## src/pnf_pkg.sv

```systemverilog
// pnf_pkg: types, codes, widths and character helpers for the number formatter
// no dependencies; used by pnf_div_unit, pnf_char_gen and printf_number_formatter
`default_nettype none

package pnf_pkg;

    // request and result widths
    localparam int VALUE_W     = 32;
    localparam int OPCODE_W    = 3;
    localparam int FW_W        = 6;
    localparam int PM_W        = 2;
    localparam int S_TDATA_W   = 48;
    localparam int M_TDATA_W   = 8;
    localparam int CHAR_W      = 8;
    localparam int DIGIT_W     = 4;

    // tdata bit positions of the request fields
    localparam int OPCODE_LSB  = 0;
    localparam int VALUE_LSB   = OPCODE_LSB + OPCODE_W;
    localparam int FW_LSB      = VALUE_LSB + VALUE_W;
    localparam int PM_LSB      = FW_LSB + FW_W;

    localparam int MAX_WIDTH_DEF = 32;
    localparam int MAX_DIGITS    = 10;
    localparam int DIG_IDX_W     = $clog2(MAX_DIGITS);
    localparam int PLEN_W        = 3;

    // conversion kinds
    localparam logic [OPCODE_W-1:0] OP_CHAR  = 3'd0;
    localparam logic [OPCODE_W-1:0] OP_SDEC  = 3'd1;
    localparam logic [OPCODE_W-1:0] OP_UDEC  = 3'd2;
    localparam logic [OPCODE_W-1:0] OP_HEXU  = 3'd3;
    localparam logic [OPCODE_W-1:0] OP_HEXL  = 3'd4;
    localparam logic [OPCODE_W-1:0] OP_PTR   = 3'd5;

    // padding modes
    localparam logic [PM_W-1:0] PM_LEAD_SPACE  = 2'd0;
    localparam logic [PM_W-1:0] PM_TRAIL_SPACE = 2'd1;
    localparam logic [PM_W-1:0] PM_LEAD_ZERO   = 2'd2;

    // ascii
    localparam logic [CHAR_W-1:0] CH_SPACE  = 8'h20;
    localparam logic [CHAR_W-1:0] CH_ZERO   = 8'h30;
    localparam logic [CHAR_W-1:0] CH_MINUS  = 8'h2D;
    localparam logic [CHAR_W-1:0] CH_X      = 8'h78;
    localparam logic [CHAR_W-1:0] CH_LPAREN = 8'h28;
    localparam logic [CHAR_W-1:0] CH_RPAREN = 8'h29;
    localparam logic [CHAR_W-1:0] CH_N      = 8'h6E;
    localparam logic [CHAR_W-1:0] CH_I      = 8'h69;
    localparam logic [CHAR_W-1:0] CH_L      = 8'h6C;
    localparam logic [CHAR_W-1:0] CH_UP_A   = 8'h41;
    localparam logic [CHAR_W-1:0] CH_LO_A   = 8'h61;
    localparam logic [CHAR_W-1:0] CH_NUL    = 8'h00;

    typedef enum logic [3:0] {
        ST_IDLE,
        ST_DIV,
        ST_STEP,
        ST_PLAN,
        ST_CHAR,
        ST_PAD_LEAD,
        ST_PREFIX,
        ST_DIGITS,
        ST_PAD_TRAIL
    } state_t;

    typedef enum logic [1:0] {
        PFX_NONE,
        PFX_MINUS,
        PFX_HEX,
        PFX_NIL
    } prefix_t;

    // what the character generator needs to pick the current character
    typedef struct packed {
        state_t               phase;
        prefix_t              pfx;
        logic [PLEN_W-1:0]    idx;
        logic [DIGIT_W-1:0]   digit;
        logic                 lower;
        logic                 zero_pad;
        logic [CHAR_W-1:0]    raw;
    } emit_sel_t;

    function automatic logic [PLEN_W-1:0] prefix_len(input prefix_t p);
        logic [PLEN_W-1:0] len;
        begin
            unique case (p)
                PFX_MINUS: len = 3'd1;
                PFX_HEX:   len = 3'd2;
                PFX_NIL:   len = 3'd5;
                default:   len = 3'd0;
            endcase
            return len;
        end
    endfunction

    function automatic logic [CHAR_W-1:0] digit_char(input logic [DIGIT_W-1:0] d,
                                                     input logic lower);
        logic [CHAR_W-1:0] c;
        begin
            if (d < 4'd10)
                c = CH_ZERO + {4'h0, d};
            else if (lower)
                c = CH_LO_A + {4'h0, d - 4'd10};
            else
                c = CH_UP_A + {4'h0, d - 4'd10};
            return c;
        end
    endfunction

    function automatic logic [CHAR_W-1:0] nil_char(input logic [PLEN_W-1:0] i);
        logic [CHAR_W-1:0] c;
        begin
            unique case (i)
                3'd0:    c = CH_LPAREN;
                3'd1:    c = CH_N;
                3'd2:    c = CH_I;
                3'd3:    c = CH_L;
                3'd4:    c = CH_RPAREN;
                default: c = CH_SPACE;
            endcase
            return c;
        end
    endfunction

endpackage

`default_nettype wire

```

## src/pnf_div_unit.sv

```systemverilog
// pnf_div_unit: shared digit extractor, one divide by ten or sixteen per load
// depends on pnf_pkg
`default_nettype none

module pnf_div_unit (
    input  wire logic                         clk,
    input  wire logic                         load,
    input  wire logic                         hex,
    input  wire logic [pnf_pkg::VALUE_W-1:0]  n,
    output logic      [pnf_pkg::VALUE_W-1:0]  q,
    output logic      [pnf_pkg::DIGIT_W-1:0]  rem
);
    import pnf_pkg::*;

    // reciprocal of ten, exact for every 32-bit dividend with a shift of 35
    localparam logic [VALUE_W-1:0] RECIP_10 = 32'hCCCC_CCCD;
    localparam int                 RECIP_SH = 35;

    logic [2*VALUE_W-1:0] prod;
    logic [VALUE_W-1:0]   q_reg;
    logic [VALUE_W-1:0]   q_next;

    assign prod = n * RECIP_10;

    always_comb
    begin
        if (hex)
            q_next = {4'h0, n[VALUE_W-1:4]};
        else
            q_next = {{RECIP_SH-VALUE_W{1'b0}}, prod[2*VALUE_W-1:RECIP_SH]};
    end

    always_ff @(posedge clk)
    begin
        if (load)
            q_reg <= q_next;
    end

    // low four bits of n - 10*q are enough, the remainder is below sixteen
    always_comb
    begin
        if (hex)
            rem = n[DIGIT_W-1:0];
        else
            rem = n[DIGIT_W-1:0] - {q_reg[0], 3'b000} - {q_reg[2:0], 1'b0};
    end

    assign q = q_reg;

endmodule

`default_nettype wire

```

## src/pnf_char_gen.sv

```systemverilog
// pnf_char_gen: picks the output character for the current emit phase
// depends on pnf_pkg
`default_nettype none

module pnf_char_gen (
    input  wire pnf_pkg::emit_sel_t            sel,
    output logic      [pnf_pkg::CHAR_W-1:0]    out_char
);
    import pnf_pkg::*;

    always_comb
    begin
        unique case (sel.phase)
            ST_CHAR:      out_char = sel.raw;
            ST_PAD_LEAD:  out_char = sel.zero_pad ? CH_ZERO : CH_SPACE;
            ST_PREFIX:
            begin
                unique case (sel.pfx)
                    PFX_MINUS: out_char = CH_MINUS;
                    PFX_HEX:   out_char = (sel.idx == 3'd0) ? CH_ZERO : CH_X;
                    PFX_NIL:   out_char = nil_char(sel.idx);
                    default:   out_char = CH_SPACE;
                endcase
            end
            ST_DIGITS:    out_char = digit_char(sel.digit, sel.lower);
            ST_PAD_TRAIL: out_char = CH_SPACE;
            default:      out_char = CH_NUL;
        endcase
    end

endmodule

`default_nettype wire

```

## src/printf_number_formatter.sv

```systemverilog
// printf_number_formatter: top level, request decode, sequencer and digit store
// depends on pnf_pkg, pnf_div_unit and pnf_char_gen
`default_nettype none

// Formats one integer conversion request into ASCII, one character per
// result, with tlast on the final character. A request carries a kind
// (char, signed decimal, unsigned decimal, upper hex, lower hex, pointer),
// a 32-bit value, a field width that saturates at MAX_WIDTH and a padding
// mode (leading spaces, trailing spaces, leading zeros; zeros go in front of
// a minus sign or 0x prefix). A zero pointer prints as (nil); kinds 6 and 7
// are accepted and produce nothing. Only one request is in flight: s_axis_tready
// is high only while the block is idle. Digits come from one shared divider
// that handles each digit in a divide step (a reciprocal multiply for decimal,
// a shift for hex) and then a remainder and write-back step. A zero pointer
// skips the divider. Characters leave at one per cycle while m_axis_tready
// stays high.

module printf_number_formatter #(
    parameter int MAX_WIDTH = pnf_pkg::MAX_WIDTH_DEF
) (
    input  wire logic                             clk,
    input  wire logic                             rst_n,
    // request: opcode[2:0], value[34:3], field_width[40:35], pad_mode[42:41]
    input  wire logic [pnf_pkg::S_TDATA_W-1:0]    s_axis_tdata,
    input  wire logic                             s_axis_tvalid,
    output logic                                  s_axis_tready,
    // result: out_char[7:0]
    output logic      [pnf_pkg::M_TDATA_W-1:0]    m_axis_tdata,
    output logic                                  m_axis_tvalid,
    input  wire logic                             m_axis_tready,
    output logic                                  m_axis_tlast
);
    import pnf_pkg::*;

    // counters cover the padded field
    localparam int CNT_W = $clog2(MAX_WIDTH + 1);

    // request fields
    logic [OPCODE_W-1:0] in_op;
    logic [VALUE_W-1:0]  in_value;
    logic [FW_W-1:0]     in_fw;
    logic [PM_W-1:0]     in_pm;

    assign in_op    = s_axis_tdata[OPCODE_LSB +: OPCODE_W];
    assign in_value = s_axis_tdata[VALUE_LSB +: VALUE_W];
    assign in_fw    = s_axis_tdata[FW_LSB +: FW_W];
    assign in_pm    = s_axis_tdata[PM_LSB +: PM_W];

    state_t                state_reg, state_next;
    prefix_t               pfx_reg, pfx_next;
    logic [VALUE_W-1:0]    n_reg, n_next;
    logic                  hex_reg, hex_next;
    logic                  lower_reg, lower_next;
    logic                  trail_reg, trail_next;
    logic                  zero_reg, zero_next;
    logic [CNT_W-1:0]      fw_reg, fw_next;
    logic [CNT_W-1:0]      pad_reg, pad_next;
    logic [CNT_W-1:0]      cnt_reg, cnt_next;
    logic [DIG_IDX_W-1:0]  ndig_reg, ndig_next;
    logic [DIGIT_W-1:0]    dig_reg [MAX_DIGITS];

    logic                  in_fire;
    logic                  out_fire;
    logic                  div_load;
    logic [VALUE_W-1:0]    div_q;
    logic [DIGIT_W-1:0]    div_rem;

    logic [PLEN_W-1:0]     plen;
    logic [DIG_IDX_W-1:0]  text_len;
    logic [CNT_W-1:0]      plan_pad;
    logic                  pad_last;
    logic                  pfx_last;
    logic                  dig_last;
    logic                  trail_pending;
    state_t                first_text_st;
    state_t                after_text_st;

    emit_sel_t             sel;
    logic [CHAR_W-1:0]     out_char;

    assign in_fire  = s_axis_tvalid && s_axis_tready;
    assign out_fire = m_axis_tvalid && m_axis_tready;

    // text length is prefix plus digits, at most eleven
    assign plen     = prefix_len(pfx_reg);
    assign text_len = DIG_IDX_W'(plen) + ndig_reg;
    assign plan_pad = (fw_reg > CNT_W'(text_len)) ? (fw_reg - CNT_W'(text_len)) : '0;

    assign pad_last      = (cnt_reg == pad_reg - CNT_W'(1));
    assign pfx_last      = (cnt_reg == CNT_W'(plen - 3'd1));
    assign dig_last      = (cnt_reg == '0);
    assign trail_pending = trail_reg && (pad_reg != '0);
    assign first_text_st = (pfx_reg != PFX_NONE) ? ST_PREFIX : ST_DIGITS;
    assign after_text_st = trail_pending ? ST_PAD_TRAIL : ST_IDLE;

    // shared divider
    pnf_div_unit u_div (
        .clk  (clk),
        .load (div_load),
        .hex  (hex_reg),
        .n    (n_reg),
        .q    (div_q),
        .rem  (div_rem)
    );

    // next state
    always_comb
    begin
        state_next = state_reg;
        unique case (state_reg)
            ST_IDLE:
            begin
                if (in_fire)
                begin
                    unique case (in_op) inside
                        OP_CHAR:                           state_next = ST_CHAR;
                        OP_SDEC, OP_UDEC, OP_HEXU, OP_HEXL: state_next = ST_DIV;
                        OP_PTR:
                            state_next = (in_value == '0) ? ST_PLAN : ST_DIV;
                        default:                           state_next = ST_IDLE;
                    endcase
                end
            end
            ST_DIV:
                state_next = ST_STEP;
            ST_STEP:
                state_next = (div_q == '0) ? ST_PLAN : ST_DIV;
            ST_PLAN:
            begin
                if (!trail_reg && (plan_pad != '0))
                    state_next = ST_PAD_LEAD;
                else
                    state_next = first_text_st;
            end
            ST_CHAR:
            begin
                if (m_axis_tready)
                    state_next = ST_IDLE;
            end
            ST_PAD_LEAD:
            begin
                if (m_axis_tready && pad_last)
                    state_next = first_text_st;
            end
            ST_PREFIX:
            begin
                if (m_axis_tready && pfx_last)
                    state_next = (ndig_reg != '0) ? ST_DIGITS : after_text_st;
            end
            ST_DIGITS:
            begin
                if (m_axis_tready && dig_last)
                    state_next = after_text_st;
            end
            ST_PAD_TRAIL:
            begin
                if (m_axis_tready && pad_last)
                    state_next = ST_IDLE;
            end
            default:
                state_next = ST_IDLE;
        endcase
    end

    // handshake and control outputs
    always_comb
    begin
        s_axis_tready = 1'b0;
        m_axis_tvalid = 1'b0;
        m_axis_tlast  = 1'b0;
        div_load      = 1'b0;
        unique case (state_reg)
            ST_IDLE:      s_axis_tready = 1'b1;
            ST_DIV:       div_load      = 1'b1;
            ST_CHAR:
            begin
                m_axis_tvalid = 1'b1;
                m_axis_tlast  = 1'b1;
            end
            ST_PAD_LEAD:  m_axis_tvalid = 1'b1;
            ST_PREFIX:
            begin
                m_axis_tvalid = 1'b1;
                // only (nil) ends in its prefix
                m_axis_tlast  = pfx_last && (ndig_reg == '0) && !trail_pending;
            end
            ST_DIGITS:
            begin
                m_axis_tvalid = 1'b1;
                m_axis_tlast  = dig_last && !trail_pending;
            end
            ST_PAD_TRAIL:
            begin
                m_axis_tvalid = 1'b1;
                m_axis_tlast  = pad_last;
            end
            default:
            begin
                s_axis_tready = 1'b0;
            end
        endcase
    end

    // datapath next values
    always_comb
    begin
        pfx_next   = pfx_reg;
        n_next     = n_reg;
        hex_next   = hex_reg;
        lower_next = lower_reg;
        trail_next = trail_reg;
        zero_next  = zero_reg;
        fw_next    = fw_reg;
        pad_next   = pad_reg;
        ndig_next  = ndig_reg;
        cnt_next   = cnt_reg;

        if (in_fire)
        begin
            // magnitude for signed decimal, plain bits otherwise
            n_next     = ((in_op == OP_SDEC) && in_value[VALUE_W-1]) ? (VALUE_W'(0) - in_value)
                                                                    : in_value;
            hex_next   = (in_op == OP_HEXU) || (in_op == OP_HEXL) || (in_op == OP_PTR);
            lower_next = (in_op == OP_HEXL) || (in_op == OP_PTR);
            trail_next = (in_pm == PM_TRAIL_SPACE);
            zero_next  = (in_pm == PM_LEAD_ZERO);
            fw_next    = (in_fw > FW_W'(MAX_WIDTH)) ? CNT_W'(MAX_WIDTH) : CNT_W'(in_fw);
            ndig_next  = '0;
            if ((in_op == OP_SDEC) && in_value[VALUE_W-1])
                pfx_next = PFX_MINUS;
            else if (in_op == OP_PTR)
                pfx_next = (in_value == '0) ? PFX_NIL : PFX_HEX;
            else
                pfx_next = PFX_NONE;
        end

        if (state_reg == ST_STEP)
        begin
            n_next    = div_q;
            ndig_next = ndig_reg + DIG_IDX_W'(1);
        end

        if (state_reg == ST_PLAN)
            pad_next = plan_pad;

        // counters restart on a phase change, digits count down from the top
        if (state_next != state_reg)
            cnt_next = (state_next == ST_DIGITS) ? CNT_W'(ndig_reg - DIG_IDX_W'(1)) : '0;
        else if (out_fire)
            cnt_next = (state_reg == ST_DIGITS) ? (cnt_reg - CNT_W'(1))
                                                : (cnt_reg + CNT_W'(1));
    end

    always_ff @(posedge clk or negedge rst_n)
    begin
        if (!rst_n)
            state_reg <= ST_IDLE;
        else
            state_reg <= state_next;
    end

    always_ff @(posedge clk)
    begin
        pfx_reg   <= pfx_next;
        n_reg     <= n_next;
        hex_reg   <= hex_next;
        lower_reg <= lower_next;
        trail_reg <= trail_next;
        zero_reg  <= zero_next;
        fw_reg    <= fw_next;
        pad_reg   <= pad_next;
        ndig_reg  <= ndig_next;
        cnt_reg   <= cnt_next;
        if (state_reg == ST_STEP)
            dig_reg[ndig_reg] <= div_rem;
    end

    // character selection
    always_comb
    begin
        sel.phase    = state_reg;
        sel.pfx      = pfx_reg;
        sel.idx      = cnt_reg[PLEN_W-1:0];
        sel.digit    = dig_reg[cnt_reg[DIG_IDX_W-1:0]];
        sel.lower    = lower_reg;
        sel.zero_pad = zero_reg;
        sel.raw      = n_reg[CHAR_W-1:0];
    end

    pnf_char_gen u_char (
        .sel      (sel),
        .out_char (out_char)
    );

    assign m_axis_tdata = out_char;

    // one request at a time: never ready while a character is offered
    assert property (@(posedge clk) disable iff (!rst_n)
        m_axis_tvalid |-> !s_axis_tready)
        else $error("request accepted while a result is pending");

    // the digit store never overflows
    assert property (@(posedge clk) disable iff (!rst_n)
        (state_reg == ST_STEP) |-> (ndig_reg < DIG_IDX_W'(MAX_DIGITS)))
        else $error("digit store overflow");

    // after the final character the block is idle again
    assert property (@(posedge clk) disable iff (!rst_n)
        (m_axis_tvalid && m_axis_tready && m_axis_tlast) |=> s_axis_tready)
        else $error("not idle after last character");

    // a char request gives a single last character on the next cycle
    assert property (@(posedge clk) disable iff (!rst_n)
        (s_axis_tvalid && s_axis_tready && (s_axis_tdata[2:0] == OP_CHAR))
        |=> (m_axis_tvalid && m_axis_tlast))
        else $error("char request did not produce one last character");

endmodule

`default_nettype wire

```

## config.mk

```make
export PLATFORM = sky130hd
export DESIGN_NAME = printf_number_formatter
export DESIGN_NICKNAME = d
export VERILOG_FILES = /design/src/pnf_pkg.sv /design/src/pnf_div_unit.sv /design/src/pnf_char_gen.sv /design/src/printf_number_formatter.sv
export SDC_FILE = /design/constraint.sdc
export NUM_CORES = 1
export LEC_CHECK = 0
export BUFFER_PORTS_ARGS = -buffer_cell sky130_fd_sc_hd__buf_2
export CORE_MARGIN = 10
export CORE_UTILIZATION = 60
export CTS_CLUSTER_SIZE = 20
export DETAILED_ROUTE_END_ITERATION = 10
export PLACE_DENSITY_LB_ADDON = 0.15
export SETUP_SLACK_MARGIN = 0.05
export SLEW_MARGIN = 20
export SYNTH_ARGS = -nofsm -noshare
export SYNTH_HDL_FRONTEND = slang
export SYNTH_SLANG_ARGS = --single-unit
```

## constraint.sdc

```tcl
create_clock -name clk -period 9.65 [get_ports clk]
set_clock_uncertainty 0.15 [all_clocks]
set_input_delay 0.965 -clock clk [delete_from_list [all_inputs] [get_ports clk]]
set_output_delay 0.965 -clock clk [all_outputs]
set_load 0.05 [all_outputs]
```

==> results.tsv, run 1 <==
stage	metric	value	unit
drt	number of remaining DRC errors	0	
synthesis	Syn. warnings	0	
floorplanning	DIE WIDTH	224	um
cells_and_area	share of layout cells above drive strength 1	5.34	%
cells_and_area	# diodes	0	
synthesis	asr flop ratio synth	2.92	%
run_status	outcome	finished, final reports clean	
timing	Max Slew Vio Count	0	
synthesis	Synthesized Nets	3327	
cts	CTS Sinks	137	
placement	routability cong.	0.981	
synthesis	cell count after synthesis	2509	
synthesis	Synth Cell Area	25000	sq um
cts	Root Buffer	clkbuf_16	
cts	clock-pin slew on the worst setup and hold paths	0.07	ns
timing	Max Freq	113	MHz
timing	final setup margin	0.831	ns
setup_path	WS Path Type	reg2reg	
synthesis	#FFs+latches synth	137	
cts	CTS tree	built	
synthesis	ys flop type	edfxtp_1	
cells_and_area	Final Util	64.4	%
setup_path	Req. time, crit path	9.80	ns
setup_path	Crit. End Element	flip-flop	
floorplanning	Starting Density	60.9	%
timing	relative slew slack	44.2	%
cts	Clock Latency Late Sink	0.44	ns
placement	placed insts	3065	
cells_and_area	commonest non-fill, non-tap cells in the layout	inv_1 (662), fa_1 (392), ha_1 (374)	
timing	RSZ-0062 raised after global routing	false	
global_routing	largest net degree at the start of global routing	66	
cells_and_area	number of flip-flops under the largest register name	40	
floorplanning	Rows	74	
placement	pre-CTS WS	1.06	ns
timing	Final period util	91.4	%
cts	H-tree Lvls	4	
synthesis	Seq/Total Area, Yosys	16.2	%
global_routing	Overflow after GRT	0	
run	max-cap violations	0	
cells_and_area	Reg area	4050	sq um
setup_path	crit path launch type	flip-flop	
synthesis	Syn Area/Cell	9.95	sq um
global_routing	global-route wire length before repair	107000	um
cts	buffers from clock root to sink, at most	2	
timing	crit path time final	8.82	ns
synthesis	EDFF count, synth	129	
cells_and_area	number of fill cells	3420	
floorplanning	die area	50200	sq um
setup_path	delay of the slowest cell on the worst path	0.67	ns
drt	Avg WL per Cell	22.4	um
setup_path	Buf+Inv Stages, Crit Path	2	
cts	CTS buffer count	17	
global_routing	antenna violations before repair	0	
timing	Final setup viols	0	
setup_path	Top delay family on crit path	adder cells	
synthesis	post-synth cell types	82	
hold_path	hold crit path type	in2async	
setup_path	slowest CP cell	a311oi_1	
placement	DP HPWL	61000	um
drt	DRT iter0 DRCs	1493	
floorplanning	I/O pin count	63	
cells_and_area	commonest non-fill, non-tap cell in the layout	inv_1	
cts	post-CTS sizing	0	
setup_path	crit path cell chain	ha_1 -> xor2_1 -> xor2_1 -> fa_1 -> fa_1 -> fa_1 -> fa_1 -> fa_1 -> inv_1 -> fa_1 -> inv_1 -> ha_1 -> nand4_1 -> nor4_1 -> a21oi_1 -> a311oi_1 -> o21ai_1 -> nand4b_1 -> nand3b_1 -> a2111o_1 -> nand3_1	
global_routing	Total GRT Usage	28.3	%
timing	Final Hold Fails	0	
setup_path	CP most frequent cell	fa_1	
global_routing	vias in the first global route	18700	
cells_and_area	area grow syn2layout	5.72	%
cts	setup bufs post-CTS	0	
drt	Via Count	17900	
placement	Buffers on Ports	57	
floorplanning	Die Y-Extent	224	um
timing	setup TNS	0	ns
cts	number of hold buffers added after cts	0	
cells_and_area	Layout Cells excl Fill	3097	
drt	Post-Route WL	69500	um
timing	worst slew pin tran	0.837	ns
cells_and_area	Multi-input gate area	18300	sq um
setup_path	Worst Path Max Fanout	10	
setup_path	Worst EP arrival	8.97	ns
drt	routed vias/inst	5.77	
drt	drt first pass iters	5	
cells_and_area	NumNets Final	3370	
drt	ANT nets after route	0	
floorplanning	core box area	41000	sq um
## cells in the mapped netlist, types with 13 or more instances
master,n,area [sq um]
inv_1,662,2480
fa_1,392,7850
ha_1,374,4680
nand2_1,139,522
edfxtp_1,129,3870
a21oi_1,100,500
o21ai_0,72,360
xor2_1,68,596
nor2_1,65,244
xnor2_1,57,499
a21o_1,53,398
clkbuf_1,37,139
nor3_1,30,150
nor2b_1,23,144
nand3_1,22,110
and3_1,19,119
and2_1,15,93.8
nor4_1,14,87.6
nand4_1,13,81.3
## layout make-up
class	instances	share of cell area (%)
Clock buffer	18	1.63
Tap cell	532	2.52
Multi-Input combinational cell	1665	69.1
Clock inverter	14	0.517
Timing Repair Buffer	69	1.42
Sequential cell	137	15.4
Inverter	662	9.41
## routing by layer
metal | vias up | wire length, um | global-route usage (%)
li1 | 8176 | - | -
met1 | 8953 | 28100 | 36.1
met2 | 609 | 33700 | 47.1
met3 | 120 | 4650 | 4.95
met4 | 0 | 3100 | 11.8
met5 | - | 0 | 0
## per-stage QoR
stage	cell area [sq um]	hold slack, ns
after global placement	25800	0.393
after floorplan	25000	0.372
after detailed placement	25800	0.394
final	26400	0.167
after CTS	26400	0.154
after global routing	26400	0.159
## worst paths after layout
kind / start / to / slack [ns] / cells after the start
worst min register to register: u_div.q[13] / n_reg[13] / 0.41 / 2
max in group asynchronous: rst_n / state_reg[3] / 9.06 / 1
worst max register to register: n_reg[2] / u_div.q[28] / 0.83 / 21
worst max-delay path: n_reg[2] / u_div.q[28] / 0.83 / 21
worst min-delay path: rst_n / state_reg[1] / 0.17 / 1
min in group clk: u_div.q[13] / n_reg[13] / 0.41 / 2
## cell families (layout without fill, tap and decap cells)
family | count (synthesis) | after routing | share of synthesized area, %
AO/OA/AOI/OAI | 352 | 352 | 9.08
XOR/XNOR | 125 | 125 | 4.38
adder cells (fa/ha/maj) | 766 | 766 | 50.2
buffers and inverters | 707 | 763 | 10.7
flip-flops | 137 | 137 | 16.2
multiplexers | 24 | 24 | 1.38
AND/OR/NAND/NOR | 398 | 398 | 8.08
## worst reg2reg max path, delay by kind of cell, from the launching register on
family,cells,cell delay [ns]
AO/OA/AOI/OAI,4,1.67
buffers and inverters,2,0.09
flip-flops,1,0.65
AND/OR/NAND/NOR,5,1.15
XOR/XNOR,2,0.95
adder cells (fa/ha/maj),8,4.03
Power of run 1 is left out: the tool's default activity adds up to more than one toggle a clock period on the data nets, which glitch-free logic cannot reach.
==> run 2: changes to the inputs <==
--- a/config.mk
+++ b/config.mk
@@ -8,6 +8,7 @@
 export BUFFER_PORTS_ARGS = -buffer_cell sky130_fd_sc_hd__buf_2
 export CORE_MARGIN = 10
 export CORE_UTILIZATION = 60
+export CTS_BUF_LIST = sky130_fd_sc_hd__clkbuf_8
 export CTS_CLUSTER_SIZE = 20
 export DETAILED_ROUTE_END_ITERATION = 10
 export PLACE_DENSITY_LB_ADDON = 0.15
==> run 2 against run 1 <==
- critical path depth unchanged
- die area unchanged
- non-clock buffer count did not move
- register-to-register slack gained 0.04 ns
- flip-flop and latch count stayed put
- hold slack got worse by 0.037 ns
- design area fell by 0.72%
==> results.tsv, run 2 (synthesis gave the netlist of run 1 again) <==
stage	metric	value	unit
global_routing	Total GRT Usage	28.3	%
timing	final setup margin	0.869	ns
timing	crit path time final	8.78	ns
drt	DRT iter0 DRCs	1403	
hold_path	hold crit path type	in2async	
timing	Final period util	91.0	%
cts	H-tree Lvls	4	
cells_and_area	Final Util	63.9	%
setup_path	Worst Path Max Fanout	10	
drt	drt first pass iters	5	
placement	Buffers on Ports	57	
setup_path	Worst EP arrival	8.95	ns
drt	Top Metal Used	met4	
cells_and_area	post-route cell area	26200	sq um
cts	Clock Latency Late Sink	0.47	ns
cells_and_area	number of fill cells	3441	
timing	relative slew slack	42.3	%
cts	CTS tree	built	
cells_and_area	Multi-input gate area	18300	sq um
setup_path	Crit. End Element	flip-flop	
cells_and_area	Reg area	4050	sq um
drt	Met2 Wirelength	33800	um
cts	post-CTS sizing	0	
cts	number of hold buffers added after cts	0	
run	max-cap violations	0	
placement	pre-CTS WS	1.06	ns
floorplanning	Starting Density	60.9	%
cts	buffers from clock root to sink, at most	2	
floorplanning	core box area	41000	sq um
cells_and_area	number of flip-flops under the largest register name	40	
floorplanning	Die Y-Extent	224	um
setup_path	Req. time, crit path	9.82	ns
floorplanning	Rows	74	
placement	routability cong.	0.981	
setup_path	FF-to-FF Start	n_reg[2]	
timing	RSZ-0062 raised after global routing	false	
global_routing	vias in the first global route	18700	
placement	DP HPWL	61000	um
global_routing	antenna violations before repair	0	
drt	routed vias/inst	5.75	
cells_and_area	area grow syn2layout	4.95	%
floorplanning	die area	50200	sq um
setup_path	crit path cell chain	ha_1 -> xor2_1 -> xor2_1 -> fa_1 -> fa_1 -> fa_1 -> fa_1 -> fa_1 -> inv_1 -> fa_1 -> inv_1 -> ha_1 -> nand4_1 -> nor4_1 -> a21oi_1 -> a311oi_1 -> o21ai_1 -> nand4b_1 -> nand3b_1 -> a2111o_1 -> nand3_1	
timing	worst slew pin tran	0.863	ns
cells_and_area	# diodes	0	
drt	Via Count	17800	
cells_and_area	commonest non-fill, non-tap cell in the layout	inv_1	
cts	Root Buffer	clkbuf_8	
cells_and_area	NumNets Final	3370	
drt	ANT nets after route	0	
cts	CTS buffer count	17	
setup_path	slowest CP cell	edfxtp_1	
global_routing	global-route wire length before repair	107000	um
cts	setup bufs post-CTS	0	
timing	Max Slew Vio Count	0	
cts	clock-pin slew on the worst setup and hold paths	0.10	ns
floorplanning	I/O pin count	63	
cells_and_area	share of layout cells above drive strength 1	5.34	%
drt	M1 WL	28000	um
setup_path	Top delay family on crit path	adder cells	
setup_path	crit path launch type	flip-flop	
drt	Avg WL per Cell	22.4	um
floorplanning	DIE WIDTH	224	um
global_routing	largest net degree at the start of global routing	66	
setup_path	delay of the slowest cell on the worst path	0.66	ns
drt	length of routed met3 wiring	4670	um
placement	Post-Place Cell Area	25800	sq um
cts	CTS Sinks	137	
timing	Final setup viols	0	
setup_path	Buf+Inv Stages, Crit Path	2	
global_routing	Overflow after GRT	0	
setup_path	WS Path Type	reg2reg	
timing	setup TNS	0	ns
run_status	outcome	finished, final reports clean	
timing	Max Freq	114	MHz
drt	number of remaining DRC errors	0	
cells_and_area	commonest non-fill, non-tap cells in the layout	inv_1 (663), fa_1 (392), ha_1 (374)	
setup_path	Setup crit start	n_reg[2]	
setup_path	CP most frequent cell	fa_1	
timing	Final Hold Fails	0	
drt	Post-Route WL	69500	um
## run 2: per-stage QoR
stage          instances  hold WS (ns)
2_1_floorplan       2509         0.372
3_3_place_gp        3065         0.393
3_5_place_dp        3065         0.394
4_1_cts             3097        0.0977
5_1_grt             3097         0.104
6_report            3097         0.130
## run 2: worst paths after layout
path,end,slack (ns),cells after the start
setup / recovery,u_div.q[28],0.87,21
hold / removal,state_reg[0],0.13,1
setup reg to reg,u_div.q[28],0.87,21
hold reg to reg,n_reg[13],0.41,2
max in group asynchronous,state_reg[3],9.10,1
min in group clk,n_reg[13],0.41,2
## run 2: final cells by class
cell class | instances | share of cell area, %
Inverter | 662 | 9.48
Clock inverter | 15 | 0.535
Clock buffer | 17 | 0.893
Tap cell | 532 | 2.54
Timing Repair Buffer | 69 | 1.43
Sequential cell | 137 | 15.5
Multi-Input combinational cell | 1665 | 69.7
## run 2: layer usage
metal / global-route usage (%) / vias up
met5: 0 / -
met4: 11.4 / 0
met3: 4.99 / 118
met2: 47.1 / 597
met1: 36.1 / 8937
li1: - / 8169
Power of run 2 is left out for the same reason.
